**src/hw/rtl/ppts_pkg.sv**
```systemverilog
package ppts_pkg;

  // Action codes carried by an input item.
  typedef enum logic [1:0] {
    ACT_CREATE = 2'd0,
    ACT_DELAY  = 2'd1,
    ACT_SCHED  = 2'd2
  } ppts_action_e;

  // Result status codes.
  typedef enum logic [1:0] {
    STAT_OK       = 2'd0,
    STAT_FULL     = 2'd1,
    STAT_NO_TASK  = 2'd2,
    STAT_NO_READY = 2'd3
  } ppts_status_e;

  // Per-task state codes held in the status table.
  typedef enum logic [1:0] {
    TS_READY   = 2'd0,
    TS_RUNNING = 2'd1,
    TS_IDLE    = 2'd2
  } ppts_tstate_e;

  // Delay conversion constants.
  localparam logic [31:0] SEC_PER_HOUR  = 32'd3600;
  localparam logic [31:0] SEC_PER_MIN   = 32'd60;
  localparam logic [31:0] MS_PER_SEC    = 32'd1000;
  // Exact x/10 for any 32-bit x: (x * 0xCCCCCCCD) >> 35.
  localparam logic [31:0] RECIP_TEN     = 32'hCCCC_CCCD;
  localparam int unsigned RECIP_SHIFT   = 35;
  localparam int unsigned TICK_W        = 29;

  // Width of the running best priority; holds the slot count up to 256.
  localparam int unsigned PRIO_CMP_W    = 9;

  typedef struct packed {
    logic [1:0]  action;
    logic [7:0]  priority_req;
    logic [3:0]  task_id;
    logic [9:0]  hours;
    logic [9:0]  minutes;
    logic [9:0]  seconds;
    logic [15:0] millis;
  } ppts_in_t;

  typedef struct packed {
    logic [3:0]        running_task;
    logic              switched;
    logic [31:0]       switch_total;
    logic [TICK_W-1:0] delay_ticks;
    logic [1:0]        status;
  } ppts_out_t;

endpackage

```
**src/hw/rtl/ppts_ram.sv**
```systemverilog
module ppts_ram #(
  parameter int unsigned WIDTH = 8,
  parameter int unsigned DEPTH = 16
) (
  input  logic                     clk_i,
  input  logic                     we_i,
  input  logic [$clog2(DEPTH)-1:0] waddr_i,
  input  logic [WIDTH-1:0]         wdata_i,
  input  logic [$clog2(DEPTH)-1:0] raddr_i,
  output logic [WIDTH-1:0]         rdata_o
);

  logic [WIDTH-1:0] mem_q [DEPTH];
  logic [WIDTH-1:0] rdata_q;

  // One write port and one registered read port.
  always_ff @(posedge clk_i) begin
    if (we_i) begin
      mem_q[waddr_i] <= wdata_i;
    end
    rdata_q <= mem_q[raddr_i];
  end

  assign rdata_o = rdata_q;

endmodule

```
**src/hw/rtl/ppts_mac.sv**
```systemverilog
module ppts_mac (
  input  logic [31:0] a_i,
  input  logic [31:0] b_i,
  input  logic [31:0] c_i,
  output logic [63:0] p_o
);

  // Shared multiply-add: one 32x32 product plus a 32-bit addend.
  assign p_o = ({32'b0, a_i} * {32'b0, b_i}) + {32'b0, c_i};

endmodule

```
**src/hw/rtl/preemptive_priority_task_scheduler.sv**
```systemverilog
// Channel   Direction  Handshake                  Payload
// in        input      in_valid_i / in_ready_o    in_item_i  (ppts_in_t)
// out       output     out_valid_o / out_ready_i  out_item_o (ppts_out_t)
//
// One item is worked at a time; in_ready_o is high only while the sequencer is idle.
// Create goes through its table-write state and an unused action goes straight to the
// result; delay makes four passes through the shared multiply-add unit; schedule scans
// the table one slot per cycle through the registered table read port.
// The result register lets the next item be taken while a result waits for out_ready_i.
// Reset is asynchronous and active low; the task tables need no clearing after reset.
module preemptive_priority_task_scheduler
  import ppts_pkg::*;
#(
  parameter int unsigned TASK_SLOTS = 16
) (
  input  logic      clk_i,
  input  logic      rst_ni,
  input  logic      in_valid_i,
  output logic      in_ready_o,
  input  ppts_in_t  in_item_i,
  output logic      out_valid_o,
  input  logic      out_ready_i,
  output ppts_out_t out_item_o
);

  localparam int unsigned AW = $clog2(TASK_SLOTS);
  localparam int unsigned CW = $clog2(TASK_SLOTS + 1);

  typedef enum logic [3:0] {
    S_IDLE,
    S_CREATE,
    S_DLY1,
    S_DLY2,
    S_DLY3,
    S_DLY4,
    S_SCAN,
    S_DECIDE,
    S_CMP,
    S_SWAP,
    S_RESP
  } state_e;

  state_e                state_q, state_d;
  ppts_in_t              in_q, in_d;
  logic [CW-1:0]         count_q, count_d;
  logic [AW-1:0]         cur_q, cur_d;
  logic [31:0]           sw_cnt_q, sw_cnt_d;
  logic [31:0]           acc_q, acc_d;
  logic [TICK_W-1:0]     ticks_q, ticks_d;
  ppts_status_e          stat_q, stat_d;
  logic                  switched_q, switched_d;
  logic [CW-1:0]         idx_q, idx_d;
  logic                  rv_q, rv_d;
  logic [AW-1:0]         ev_q, ev_d;
  logic [PRIO_CMP_W-1:0] best_q, best_d;
  logic [AW-1:0]         pick_q, pick_d;
  logic                  found_q, found_d;
  logic                  run_q, run_d;
  logic                  out_valid_q, out_valid_d;
  ppts_out_t             out_q, out_d;

  // Table ports.
  logic [AW-1:0] rd_addr;
  logic          pr_we;
  logic [7:0]    pr_rd;
  logic          st_we;
  logic [AW-1:0] st_waddr;
  logic [1:0]    st_wdata;
  logic [1:0]    st_rd;

  // Shared multiply-add operands.
  logic [31:0] mac_a, mac_b, mac_c;
  logic [63:0] mac_p;

  logic tid_valid;

  ppts_ram #(
    .WIDTH (8),
    .DEPTH (TASK_SLOTS)
  ) u_prio_ram (
    .clk_i   (clk_i),
    .we_i    (pr_we),
    .waddr_i (count_q[AW-1:0]),
    .wdata_i (in_q.priority_req),
    .raddr_i (rd_addr),
    .rdata_o (pr_rd)
  );

  ppts_ram #(
    .WIDTH (2),
    .DEPTH (TASK_SLOTS)
  ) u_stat_ram (
    .clk_i   (clk_i),
    .we_i    (st_we),
    .waddr_i (st_waddr),
    .wdata_i (st_wdata),
    .raddr_i (rd_addr),
    .rdata_o (st_rd)
  );

  ppts_mac u_mac (
    .a_i (mac_a),
    .b_i (mac_b),
    .c_i (mac_c),
    .p_o (mac_p)
  );

  assign tid_valid = 32'(in_q.task_id) < 32'(count_q);

  // Sequencer: next state, table controls and multiply-add operands.
  always_comb begin
    state_d     = state_q;
    in_d        = in_q;
    count_d     = count_q;
    cur_d       = cur_q;
    sw_cnt_d    = sw_cnt_q;
    acc_d       = acc_q;
    ticks_d     = ticks_q;
    stat_d      = stat_q;
    switched_d  = switched_q;
    idx_d       = idx_q;
    rv_d        = rv_q;
    ev_d        = ev_q;
    best_d      = best_q;
    pick_d      = pick_q;
    found_d     = found_q;
    run_d       = run_q;
    out_d       = out_q;
    out_valid_d = out_valid_q && !out_ready_i;

    rd_addr  = cur_q;
    pr_we    = 1'b0;
    st_we    = 1'b0;
    st_waddr = cur_q;
    st_wdata = TS_READY;
    mac_a    = 32'd0;
    mac_b    = 32'd0;
    mac_c    = 32'd0;

    case (state_q)
      S_IDLE: begin
        if (in_valid_i) begin
          in_d       = in_item_i;
          ticks_d    = '0;
          stat_d     = STAT_OK;
          switched_d = 1'b0;
          idx_d      = '0;
          rv_d       = 1'b0;
          best_d     = PRIO_CMP_W'(TASK_SLOTS);
          found_d    = 1'b0;
          run_d      = 1'b0;
          case (in_item_i.action)
            ACT_CREATE: state_d = S_CREATE;
            ACT_DELAY:  state_d = S_DLY1;
            ACT_SCHED:  state_d = S_SCAN;
            default:    state_d = S_RESP;
          endcase
        end
      end

      // Append a ready task, or report a full table.
      S_CREATE: begin
        if (count_q >= CW'(TASK_SLOTS)) begin
          stat_d = STAT_FULL;
        end else begin
          pr_we    = 1'b1;
          st_we    = 1'b1;
          st_waddr = count_q[AW-1:0];
          st_wdata = TS_READY;
          count_d  = count_q + 1'b1;
        end
        state_d = S_RESP;
      end

      // Seconds total: hours * 3600 + seconds.
      S_DLY1: begin
        mac_a   = 32'(in_q.hours);
        mac_b   = SEC_PER_HOUR;
        mac_c   = 32'(in_q.seconds);
        acc_d   = mac_p[31:0];
        state_d = S_DLY2;
      end

      // Add minutes * 60.
      S_DLY2: begin
        mac_a   = 32'(in_q.minutes);
        mac_b   = SEC_PER_MIN;
        mac_c   = acc_q;
        acc_d   = mac_p[31:0];
        state_d = S_DLY3;
      end

      // Milliseconds total.
      S_DLY3: begin
        mac_a   = acc_q;
        mac_b   = MS_PER_SEC;
        mac_c   = 32'(in_q.millis);
        acc_d   = mac_p[31:0];
        state_d = S_DLY4;
      end

      // Divide by ten through the reciprocal and mark the task idle, or report an unknown task.
      S_DLY4: begin
        mac_a   = acc_q;
        mac_b   = RECIP_TEN;
        ticks_d = mac_p[RECIP_SHIFT+TICK_W-1:RECIP_SHIFT];
        if (tid_valid) begin
          st_we    = 1'b1;
          st_waddr = AW'(in_q.task_id);
          st_wdata = TS_IDLE;
        end else begin
          stat_d = STAT_NO_TASK;
        end
        state_d = S_RESP;
      end

      // Issue one slot read per cycle and evaluate the slot read the cycle before.
      S_SCAN: begin
        rd_addr = idx_q[AW-1:0];
        ev_d    = idx_q[AW-1:0];
        if (idx_q < count_q) begin
          idx_d = idx_q + 1'b1;
          rv_d  = 1'b1;
        end else begin
          rv_d = 1'b0;
        end
        if (rv_q) begin
          if (st_rd == TS_READY) begin
            if ({1'b0, pr_rd} < best_q) begin
              best_d  = {1'b0, pr_rd};
              pick_d  = ev_q;
              found_d = 1'b1;
            end
          end else if (st_rd == TS_RUNNING) begin
            run_d = 1'b1;
          end
        end
        if (!(idx_q < count_q) && !rv_q) begin
          state_d = S_DECIDE;
        end
      end

      S_DECIDE: begin
        rd_addr = cur_q;
        if (!found_q) begin
          if (!run_q) begin
            stat_d = STAT_NO_READY;
          end
          state_d = S_RESP;
        end else if (run_q) begin
          state_d = S_CMP;
        end else begin
          st_we      = 1'b1;
          st_waddr   = pick_q;
          st_wdata   = TS_RUNNING;
          cur_d      = pick_q;
          sw_cnt_d   = sw_cnt_q + 32'd1;
          switched_d = 1'b1;
          state_d    = S_RESP;
        end
      end

      // Preempt only on a strictly better pick; the running task returns to ready.
      S_CMP: begin
        if (best_q < {1'b0, pr_rd}) begin
          st_we    = 1'b1;
          st_waddr = cur_q;
          st_wdata = TS_READY;
          state_d  = S_SWAP;
        end else begin
          state_d = S_RESP;
        end
      end

      S_SWAP: begin
        st_we      = 1'b1;
        st_waddr   = pick_q;
        st_wdata   = TS_RUNNING;
        cur_d      = pick_q;
        sw_cnt_d   = sw_cnt_q + 32'd1;
        switched_d = 1'b1;
        state_d    = S_RESP;
      end

      // Hand the result to the output register once it is free.
      S_RESP: begin
        if (!out_valid_q || out_ready_i) begin
          out_valid_d           = 1'b1;
          out_d.running_task    = 4'(cur_q);
          out_d.switched        = switched_q;
          out_d.switch_total    = sw_cnt_q;
          out_d.delay_ticks     = ticks_q;
          out_d.status          = stat_q;
          state_d               = S_IDLE;
        end
      end

      default: begin
        state_d = S_IDLE;
      end
    endcase
  end

  // State and registered outputs.
  always_ff @(posedge clk_i or negedge rst_ni) begin
    if (!rst_ni) begin
      state_q     <= S_IDLE;
      in_q        <= '0;
      count_q     <= '0;
      cur_q       <= '0;
      sw_cnt_q    <= '0;
      acc_q       <= '0;
      ticks_q     <= '0;
      stat_q      <= STAT_OK;
      switched_q  <= 1'b0;
      idx_q       <= '0;
      rv_q        <= 1'b0;
      ev_q        <= '0;
      best_q      <= '0;
      pick_q      <= '0;
      found_q     <= 1'b0;
      run_q       <= 1'b0;
      out_valid_q <= 1'b0;
      out_q       <= '0;
    end else begin
      state_q     <= state_d;
      in_q        <= in_d;
      count_q     <= count_d;
      cur_q       <= cur_d;
      sw_cnt_q    <= sw_cnt_d;
      acc_q       <= acc_d;
      ticks_q     <= ticks_d;
      stat_q      <= stat_d;
      switched_q  <= switched_d;
      idx_q       <= idx_d;
      rv_q        <= rv_d;
      ev_q        <= ev_d;
      best_q      <= best_d;
      pick_q      <= pick_d;
      found_q     <= found_d;
      run_q       <= run_d;
      out_valid_q <= out_valid_d;
      out_q       <= out_d;
    end
  end

  assign in_ready_o  = (state_q == S_IDLE);
  assign out_valid_o = out_valid_q;
  assign out_item_o  = out_q;

endmodule

```
**config.mk**
```make
export PLATFORM = sky130hd
export DESIGN_NAME = preemptive_priority_task_scheduler
export DESIGN_NICKNAME = d
export VERILOG_FILES = /design/src/hw/rtl/ppts_pkg.sv /design/src/hw/rtl/ppts_ram.sv /design/src/hw/rtl/ppts_mac.sv /design/src/hw/rtl/preemptive_priority_task_scheduler.sv
export SDC_FILE = /design/constraint.sdc
export NUM_CORES = 2
export LEC_CHECK = 0
export BUFFER_PORTS_ARGS = -buffer_cell sky130_fd_sc_hd__buf_4
export CAP_MARGIN = 25
export CORE_MARGIN = 5
export CORE_UTILIZATION = 60
export CTS_BUF_LIST = sky130_fd_sc_hd__clkbuf_4 sky130_fd_sc_hd__clkbuf_8
export CTS_CLUSTER_DIAMETER = 120
export DETAILED_ROUTE_END_ITERATION = 8
export PLACE_DENSITY = 0.83
export SLEW_MARGIN = 10
export SYNTH_ARGS = -nofsm -noshare
export SYNTH_HDL_FRONTEND = slang
export SYNTH_SLANG_ARGS = --single-unit
export TNS_END_PERCENT = 50
```
**constraint.sdc**
```tcl
create_clock -name clk_i -period 8.15 [get_ports clk_i]
set_input_delay 0.4075 -clock clk_i [delete_from_list [all_inputs] [get_ports clk_i]]
set_output_delay 0.4075 -clock clk_i [all_outputs]
set_load 0.02 [all_outputs]
```
==> impl_metrics.py <==
metrics = {
    "worst_setup_path": {
        "r2r_start": "state_q[2]",
        "cpLargestDelayFamily": "adder cells",
        "crit_slowest_cell": "fa_1",
        "startpoint_type": "flop",
        "path_max_fanout": 7,
        "crit_top_cell": "fa_1",
        "crit_type": "reg -> reg",
        "path_buf_inv": 8,
        "cp_slowest_stage_delay_ns": 0.52,
        "worstPathRequired_ns": 8.68,
        "critPathLaunch": "state_q[2]",
        "critPathCaptureType": "flop",
        "critPathArrivalTime_ns": 8.80,
    },
    "synth": {
        "syn_area_um2": 41000,
        "yosysSeqAreaShare_pct": 28.0,
        "synth_cell_types": 79,
        "yosysWarnings": 0,
        "synth.top_cells.by_count": "inv_1, fa_1, nand2_1",
        "yosys.area.top_type": "fa_1",
        "yosys-top-cells-area": "fa_1, dfrtp_1, ha_1",
        "synth_cells": 3927,
        "synth_edf_count": 160,
        "syn_area_per_cell_um2": 10.5,
        "synth_top_area_share_pct": 27.8,
        "synth_most_common_cell": "inv_1",
        "synthFlopType": "dfrtp_1",
        "synth-seq-cells": 430,
        "synth-async-reset-ratio_pct": 60.5,
    },
    "routing": {
        "drtIter0Drc": 3281,
        "totalWireLength_mm": 125,
        "vias_per_cell": 5.77,
        "drcViolationCount": 0,
        "dr.pass1.iters": 7,
        "ant_nets": 0,
        "vias": 31800,
        "wire_per_inst_um": 22.6,
    },
    "clocking": {
        "clock-sinks": 430,
        "htree_num_levels": 3,
        "cts_root_buf": "clkbuf_8",
        "clock_latency_ns": 0.72,
        "cts_inserted_buffers": 73,
        "path_clk_slew_ns": 0.07,
        "clockBufferDepth": 3,
        "tritoncts": "done",
    },
    "finish": {
        "num-fill-cells": 4263,
        "layout.cells.non_filler": 5512,
        "multi_input_area_um2": 26500,
        "regArea_um2": 11500,
        "layout-drive-gt1-share_pct": 22.6,
        "syn2layout_area_growth_pct": 20.8,
        "nNetsFinal": 5619,
        "postLayoutCellArea_um2": 49600,
        "utilization_pct": 73.4,
    },
    "die": {
        "io_pins": 134,
        "die_h_um": 272,
        "dieArea_um2": 73700,
        "core_area_um2": 67500,
        "die_w_um": 272,
        "num_rows": 95,
        "initial_core_util_pct": 60.8,
    },
    "global_routing": {
        "grt_max_degree": 77,
        "grt_pass1_wl_mm": 191,
        "grtUsageTotal_pct": 33.7,
        "grt_pass1_vias": 33800,
        "overflow": 0,
        "antenna_found_initial": 3,
    },
    "pwr": {
        "ir_drop_mv": 0.288,
        "p_per_area_nw_per_um2": 312,
        "total_leakage_power_uw": 0.0260,
    },
    "worst_hold_path": {
        "holdCritPathClass": "in -> reg",
        "hold_start": "in_item_i[17]",
    },
    "placement": {
        "gp_congestion": 1.05,
        "dp_hpwl_mm": 96.5,
        "io_buffers": 133,
        "place_area_um2": 46300,
        "dp_cells": 5282,
    },
    "run": {
        "cap_violations": 0,
    },
    "sta": {
        "fin_tns_setup_ns": -0.701,
        "hold_viol": 0,
        "rsz0062_at_grt": "true",
        "timing.final.crit_share_pct": 101,
        "fmax_ghz": 0.121,
        "tightest_slew_ns": 0.900,
        "setup_viol": 12,
        "setup_slack_ns": -0.114,
        "slew_violations": 0,
        "relSlewSlack_pct": 40.0,
        "fin_crit_ns": 8.26,
        "holdWs_ns": 0.0525,
        "skew_ns": 0.0697,
    },
    "outcome": {
        "status": "finished, violations left",
        "violations": "setup timing",
    },
}
## layout make-up
| class | instances | area share (%) |
|---|---|---|
| inverter | 934 | 7.08 |
| timing repair buffer | 656 | 10.8 |
| tap | 873 | 2.20 |
| clock buffer | 103 | 2.57 |
| antenna | 1 | 0.00505 |
| clock inverter | 32 | 0.535 |
| multi-input combinational | 2483 | 53.5 |
| sequential | 430 | 23.2 |
## metal layers
layer | vias to the layer above | share of wire [%] | track usage [%] | routed length, um
met4 | 2 | 7.3 | 17.8 | 9140
met1 | 15700 | 36 | 41.7 | 45100
met2 | 1881 | 48 | 56.6 | 59700
li1 | 13600 | - | - | -
met5 | - | 0.010 | 0 | 13
met3 | 537 | 8.6 | 6.50 | 10700
## what timing repair did
action                                 4_1_cts  5_1_grt
hold buffers                                57        0
setup buffers                               13       24
pin swaps                                   31       91
gates cloned                                 0        2
resized for setup                           70      159
endpoints found under the hold margin      125        0
setup endpoints to repair                   27       30
## tightest hold or removal path: cells and delay by family
family | cells | cell delay [ns]
buffers and inverters | 1 | 0.08
and+or+nand+nor | 2 | 0.20
## through the flow
stage	worst slack (ns)	total power, uW
6_report	-0.114	15500
5_1_grt	-0.295	16500
4_1_cts	-0.00558	14600
3_5_place_dp	-0.398	12100
3_3_place_gp	-0.216	11900
2_1_floorplan	0.0269	8380
## cell families after synthesis
group	count (synthesis)	share of synthesized area (%)
other	2	0.0183
AND/OR/NAND/NOR	875	9.48
XOR/XNOR	106	2.26
buffers and inverters	1034	9.52
adder cells (fa/ha/maj)	977	40.2
multiplexers	123	4.46
AO/OA/AOI/OAI	380	6.00
flip-flops	430	28.0
## power breakdown
part           internal, uW  switching (uW)
Sequential             2780             526
Combinational          4380            5700
Clock                  1100             988
## cells in the final DEF, fill, tap and decap left out, drive strengths merged, types with 6 or more instances in the layout
| master | Yosys | layout |
|---|---|---|
| inv | 932 | 937 |
| buf | 18 | 597 |
| fa | 571 | 571 |
| nand2 | 468 | 468 |
| ha | 406 | 406 |
| dfrtp | 260 | 260 |
| edfxtp | 160 | 160 |
| nor2 | 148 | 148 |
| o21ai | 118 | 118 |
| clkbuf | 82 | 105 |
| a21oi | 97 | 97 |
| mux2 | 78 | 78 |
| and2 | 76 | 76 |
| xnor2 | 66 | 66 |
| dlygate4sd3 | 0 | 57 |
| a21o | 41 | 41 |
| nand3 | 41 | 41 |
| mux4 | 40 | 40 |
| xor2 | 40 | 40 |
| and3 | 35 | 35 |
| clkinv | 2 | 24 |
| conb | 2 | 22 |
| nand2b | 21 | 21 |
| nand4 | 17 | 17 |
| a211oi | 16 | 16 |
| nor3 | 16 | 16 |
| nor2b | 15 | 15 |
| a31oi | 14 | 14 |
| a222oi | 13 | 13 |
| o21a | 11 | 11 |
| or2 | 11 | 11 |
| dfxtp | 10 | 10 |
| o31ai | 9 | 9 |
| a22o | 8 | 8 |
| or3 | 8 | 8 |
| o21bai | 7 | 7 |
| a41oi | 7 | 7 |
| o211ai | 6 | 6 |
| a21boi | 6 | 6 |
## state kept, by name, indices dropped and copies added (netlist names), 5 cells and up
name and flops:
acc_q 32, best_q 8, count_q 5, idx_q 5
in_q 58, out_item_o 68, sw_cnt_q 32, ticks_q 29
u_prio_ram.mem_q 128, u_prio_ram.rdata_o 8, u_stat_ram.mem_q 32
## final timing paths
kind / slack (ns) / cells after the start / end
max: -0.11 / 30 / ticks_q[21]
min: 0.05 / 3 / in_q[17]
max reg2reg: -0.11 / 30 / ticks_q[21]
min reg2reg: 0.47 / 2 / ev_q[3]
max in group asynchronous: 5.78 / 4 / ticks_q[24]
min in group asynchronous: 0.27 / 2 / acc_q[30]
No activity file was read; power rests on OpenSTA's default activity.
